--- config.mk ---
export PLATFORM = sky130hd
export DESIGN_NAME = crg_div_lane
export DESIGN_NICKNAME = d
export VERILOG_FILES = /design/src/rtl/crg_div_lane.sv
export SDC_FILE = /design/constraint.sdc
export NUM_CORES = 2
export LEC_CHECK = 0
export ABC_AREA = 1
export ABC_CLOCK_PERIOD_IN_PS = 4000
export BUFFER_PORTS_ARGS = -buffer_cell sky130_fd_sc_hd__buf_2
export CORE_ASPECT_RATIO = 1.75
export CORE_MARGIN = 5
export CORE_UTILIZATION = 48
export DETAILED_ROUTE_END_ITERATION = 16
export HOLD_SLACK_MARGIN = 0.12
export SLEW_MARGIN = 25
export SYNTH_ARGS = -nofsm -noshare
export SYNTH_HDL_FRONTEND = slang
export SYNTH_SLANG_ARGS = --single-unit
--- constraint.sdc ---
create_clock -name clk -period 4 [get_ports clk]
set_input_delay 0.6 -clock clk [delete_from_list [all_inputs] [get_ports clk]]
set_output_delay 0.6 -clock clk [all_outputs]
set_load 0.01 [all_outputs]
--- src/rtl/crg_div_lane.sv ---
// Pipelined restoring divider for one direction component: one quotient bit a stage.
// Computes round(mag * 2^FB / len) for mag <= len; standalone, no package use.
module crg_div_lane #(
	parameter int VB = 20,
	parameter int FB = 16,
	parameter int RB = 21
) (
	input  logic          clk,
	input  logic          en,
	input  logic [VB-1:0] mag,
	input  logic [RB-1:0] len,
	output logic [FB:0]   quo
);
	localparam int QB = FB + 1;
	localparam int NB = VB + FB + 1;

	logic [NB-1:0] num;
	logic [RB-1:0] rem_s [QB];
	logic [QB-1:0] quo_s [QB];
	logic [QB-1:0] low_s [QB];
	logic [RB-1:0] len_s [QB];

	// Adding half the divisor makes the truncating quotient round to nearest.
	assign num = NB'({mag, {FB{1'b0}}}) + NB'(len >> 1);

	for (genvar j = 0; j < QB; j++) begin : g_step
		logic [RB-1:0] r_in;
		logic [QB-1:0] q_in;
		logic [QB-1:0] lo_in;
		logic [RB-1:0] l_in;
		logic [RB:0]   rs;

		if (j == 0) begin : g_first
			// The upper part of the numerator is already below the divisor.
			assign r_in  = RB'(num[NB-1:QB]);
			assign q_in  = '0;
			assign lo_in = num[QB-1:0];
			assign l_in  = len;
		end else begin : g_next
			assign r_in  = rem_s[j-1];
			assign q_in  = quo_s[j-1];
			assign lo_in = low_s[j-1];
			assign l_in  = len_s[j-1];
		end

		assign rs = {r_in, lo_in[QB-1]};

		always_ff @(posedge clk) begin
			if (en) begin
				if (rs >= {1'b0, l_in}) begin
					rem_s[j] <= RB'(rs - {1'b0, l_in});
					quo_s[j] <= {q_in[QB-2:0], 1'b1};
				end else begin
					rem_s[j] <= rs[RB-1:0];
					quo_s[j] <= {q_in[QB-2:0], 1'b0};
				end
				low_s[j] <= {lo_in[QB-2:0], 1'b0};
				len_s[j] <= l_in;
			end
		end
	end

	assign quo = quo_s[QB-1];

endmodule

== Yosys cells after proc, flatten, opt, wreduce, memory -nomap -nowiden ==
Memory sizes are Yosys's and may differ from the RTL's.
Cells that the tools add are included.

* Register bits: 0
* Memory bits (writable): 1,275
* Bits of input ports: 43
* Output and inout bits: 17
* Word-level logic and storage cells: 211
* Memories: 4

{| class="wikitable"
|+ Memories
! memory !! depth !! width !! rd ports !! clocked after Yosys merged registers in !! wr ports !! RTL line !! RTL
|-
| len_s || 17 || 21 || 16 || 0 || 17 || 21 || <nowiki>logic [RB-1:0] len_s [QB];</nowiki>
|-
| rem_s || 17 || 21 || 16 || 0 || 17 || 18 || <nowiki>logic [RB-1:0] rem_s [QB];</nowiki>
|-
| quo_s || 17 || 17 || 17 || 0 || 17 || 19 || <nowiki>logic [QB-1:0] quo_s [QB];</nowiki>
|-
| low_s || 17 || 16 || 16 || 0 || 17 || 20 || <nowiki>logic [QB-1:0] low_s [QB];</nowiki>
|}

* Add/sub/neg operators: 18
* Order comparisons: 17
* Multiplexer cells: 138
* Bitwise operators: 34

{| class="wikitable"
|+ Operators with widths
! kind !! number
|-
| 21-bit 2-to-1 mux || 17
|-
| 21-bit subtractor || 17
|-
| 22-bit by 21-bit greater-or-equal comparator with 1-bit output || 16
|-
| 17-bit 2-to-1 mux || 17
|-
| 1-bit 2-to-1 mux || 104
|-
| 36-bit by 20-bit adder with 37-bit output || 1
|-
| 1-bit OR || 34
|-
| 21-bit greater-or-equal comparator || 1
|}

== Longest topological paths before layout ==
* Word-level depth: 6
* Gate-level depth with buffers: 22
* Gate-level depth less buffers: 22

== Worst setup path after synthesis ==
OpenSTA, ideal clock, no wires.

* Path type: input -> register
* Start: in mag[0]
* End: mem rem_s[0][14] (data pin)
* Library setup time: 252 ps
* Arrival time: 3,067 ps
* Required time: 3,748 ps
* Slack: 681 ps
* Stages on the path: 21
* Buffers on the path: 2
* Path through: ha_1 -> fa_1 -> nand3_1 -> nand2_1 -> nand2_1 -> nor2_1 -> xor2_1 -> inv_1 -> ha_1 -> nand2_1 -> inv_1 -> nand2_1 -> nand2_1 -> a21oi_1 -> nand2_1 -> nand2_1 -> nand2_2 -> buf_6 -> buf_6 -> nand2_1 -> nand2_1

{| class="wikitable"
|+ RTL lines
! item !! RTL line !! RTL
|-
| start, declared || 10 || <nowiki>input logic [VB-1:0] mag,</nowiki>
|-
| end, declared || 18 ||
|}

==> results.json <==
{
  "outcome": "completed",
  "syn_to_final_growth_pct": 9.65,
  "ys.flop_type": "edfxtp_1",
  "critPathArrivalTime_ns": 4.18,
  "synth_cell_types": 39,
  "powerDensity_mw_per_mm2": 716,
  "gp_congestion": 0.963,
  "antenna_found_initial": 4,
  "cts_max_level": 3,
  "reg2reg_to": "rem_s[6][20]$_DFFE_PP_",
  "wire_per_inst_um": 20.6,
  "cts_buffer_depth": 3,
  "finalClockSkew_ns": 0.0422,
  "drt_iter0_drc": 2608,
  "r2r_start": "len_s[0][116]$_DFFE_PP_",
  "cts_sinks": 825,
  "postSynthAreaPerCell_um2": 8.02,
  "dr.pass1.iters": 6,
  "min_period_over_period": 0.931,
  "setup_violations": 0,
  "vias_per_cell": 5.15,
  "core_area_mm2": 0.111,
  "leakage_nw": 28.6,
  "first_global_vias": 44800,
  "cp.required_ns": 4.45,
  "synth_fp_nets": 7137,
  "numCtsBuffers": 83,
  "reg2reg_depth": 13,
  "yosysSeqAreaShare": 0.460,
  "r2r_slack_ns": 0.94,
  "ir_drop_mv": 0.400,
  "setup_tns_ns": 0,
  "die_w_um": 263,
  "initial_core_util": 0.483,
  "drc": 0,
  "final_common_cell": "nand2_1",
  "hold_path_depth": 1,
  "grt-ovfl-total": 0,
  "numPortBuffers": 59,
  "hold-worst-slack_ns": 0.176,
  "power.total_mw": 42.3,
  "tightestPinTransition_ns": 0.782,
  "ctsRootBufferMaster": "clkbuf_16",
  "ant_nets": 0,
  "nNetsFinal": 7288,
  "clk_latency_ns": 0.72,
  "holdPathEnd": "len_s[0][19]$_DFFE_PP_",
  "dpl_cell_area_mm2": 0.0560,
  "crit_fanout": 7,
  "grt_pass1_wl_mm": 257,
  "synth_area_leader_cell": "edfxtp_1",
  "async_flop_share": 0,
  "ys_seq_elements": 825,
  "synth_area_leaders": "edfxtp_1 46%, nand2_1 18%, ha_1 8.4%",
  "ios": 60,
  "synth_top_area_frac": 0.459,
  "syn_area_mm2": 0.0539,
  "final_cell_mix": "2,567 x nand2_1, 1,131 x inv_1, 824 x edfxtp_1, 433 x nor2_1, 362 x nand3_1",
  "slew_headroom": 0.475,
  "final_area_mm2": 0.0591,
  "critical_path.endpoint_type": "flip-flop",
  "hold_path_class": "in2reg",
  "slew_viol_final": 0,
  "grt_max_degree": 115,
  "die_h_um": 453,
  "num_vias": 43300,
  "dp_hpwl_mm": 143,
  "clk_pin_slew_worst_paths_ns": 0.07,
  "path_class": "in2reg",
  "hold_path_startpoint": "len[19]",
  "dieArea_mm2": 0.119,
  "cap_violations": 0,
  "critPathLaunchType": "primary input",
  "cts_tree": "built",
  "synth_cells": 6716,
  "cts_setup_buffers": 0,
  "core.rowCount": 162,
  "yosys_warnings": 0,
  "grt_usage": 0.286,
  "rsz0062_at_grt": "false",
  "drive_gt1_frac": 0.0593,
  "fin_ws_ns": 0.276,
  "synth_edf_count": 824,
  "wirelength_mm": 173,
  "place_ws_ns": 0.0725,
  "fmax_mhz": 269,
  "hold_violations": 0,
  "fin_crit_ns": 3.72
}
## flip-flops by register name, indices dropped and copies added, names as in the netlist
signal	flops
rem_s	336
quo_s	153
len_s	336
## report_power, final
group	internal, mW	leakage [nW]	switching [mW]
logic	6.59	19.2	13.5
registers	12.4	8.04	1.45
clock network	4.66	1.37	3.68
## worst max-delay path: stages
cell and delay, ns:
dlygate4sd3_1 0.57, buf_2 0.15, ha_1 0.20, fa_1 0.39, nand3_1 0.09, nand2_1 0.09
nand2_2 0.13, nor3_1 0.07, xor2_1 0.14, buf_4 0.16, ha_1 0.36, nand2_1 0.09
inv_1 0.07, nand2_1 0.12, nor3_1 0.15, nand2_1 0.11, nand2_1 0.12, nand2_1 0.07
nand2_2 0.10, inv_2 0.08, buf_12 0.14, nand2_1 0.09, nand2_1 0.06
## synth_stat cells (2+ instances only)
library cell  instances
nor2_1              434
buf_2                 3
or2_2                12
edfxtp_1            824
nor3b_2               9
nor3_1               56
and2_1               30
nor3b_1               4
nand2_2              43
inv_4                15
nand3b_1            131
fa_1                 17
inv_2                 3
nand3_1             362
nor2b_1              13
nand2_1            2568
o21ai_0              60
nand3_2               2
xnor2_1              33
nand2_4              15
clkbuf_1             19
nand4_1              54
nor4_1               14
nor3_2               18
o21bai_1             47
nor2_2               32
o21a_1               13
xor2_1              122
ha_1                361
inv_1              1131
buf_4                12
buf_6                36
a21oi_1             217
## layer usage
metal | global-route usage | vias to the layer above | wire length [um] | share of wire
met5 | 0 | - | 20 | 0.00012
met4 | 0.250 | 2 | 19000 | 0.11
met3 | 0.0278 | 600 | 4350 | 0.025
met2 | 0.595 | 1021 | 99300 | 0.57
met1 | 0.225 | 20000 | 50300 | 0.29
li1 | - | 21700 | - | -
## worst max-delay path by stage
stage | start | to | slack [ns] | cells past startpoint
3_5_place_dp | mag[0] | rem_s[0][18]$_DFFE_PP_ | 0.07 | 21
4_1_cts | len[17] | rem_s[0][5]$_DFFE_PP_ | 0.21 | 21
3_3_place_gp | mag[0] | rem_s[0][13]$_DFFE_PP_ | 0.08 | 20
6_report | len[17] | rem_s[0][14]$_DFFE_PP_ | 0.28 | 23
2_1_floorplan | mag[0] | rem_s[0][14]$_DFFE_PP_ | 0.68 | 21
5_1_grt | len[17] | rem_s[0][14]$_DFFE_PP_ | 0.02 | 24
## cell families (layout without fill, tap and decap cells)
family          count (synthesis)  in the layout  synth area share
buf+inv                      1220           1439            0.0916
fa+ha+maj                     378            378            0.0901
simple gates                 3798           3798             0.299
xor+xnor                      155            155            0.0252
other cells                     0              1                 0
flops                         825            825             0.460
compound gates                340            340            0.0345
## timing repair
item                       4_1_cts  5_1_grt
hold buffers                    13        0
gates resized for setup          0        3
setup endpoints to repair        0        7
hold endpoints to repair        13        0
## through the flow
| stage | instances | utilization |
|---|---|---|
| 2_1_floorplan | 6716 | - |
| 3_3_place_gp | 8245 | 0.503 |
| 3_5_place_dp | 8245 | 0.503 |
| 4_1_cts | 8411 | 0.530 |
| 5_1_grt | 8411 | 0.530 |
| 6_report | 8412 | 0.530 |
## cell type report
| cell class | count | area [um2] |
|---|---|---|
| Fill cell | 10700 | 52400 |
| Multi-Input combinational cell | 4671 | 24200 |
| Antenna cell | 1 | 2.50 |
| Clock buffer | 94 | 2140 |
| Sequential cell | 825 | 24800 |
| Timing Repair Buffer | 137 | 1030 |
| Tap cell | 1476 | 1850 |
| Inverter | 1149 | 4350 |
| Clock inverter | 59 | 763 |
No activity file was read; power rests on OpenSTA's default activity.
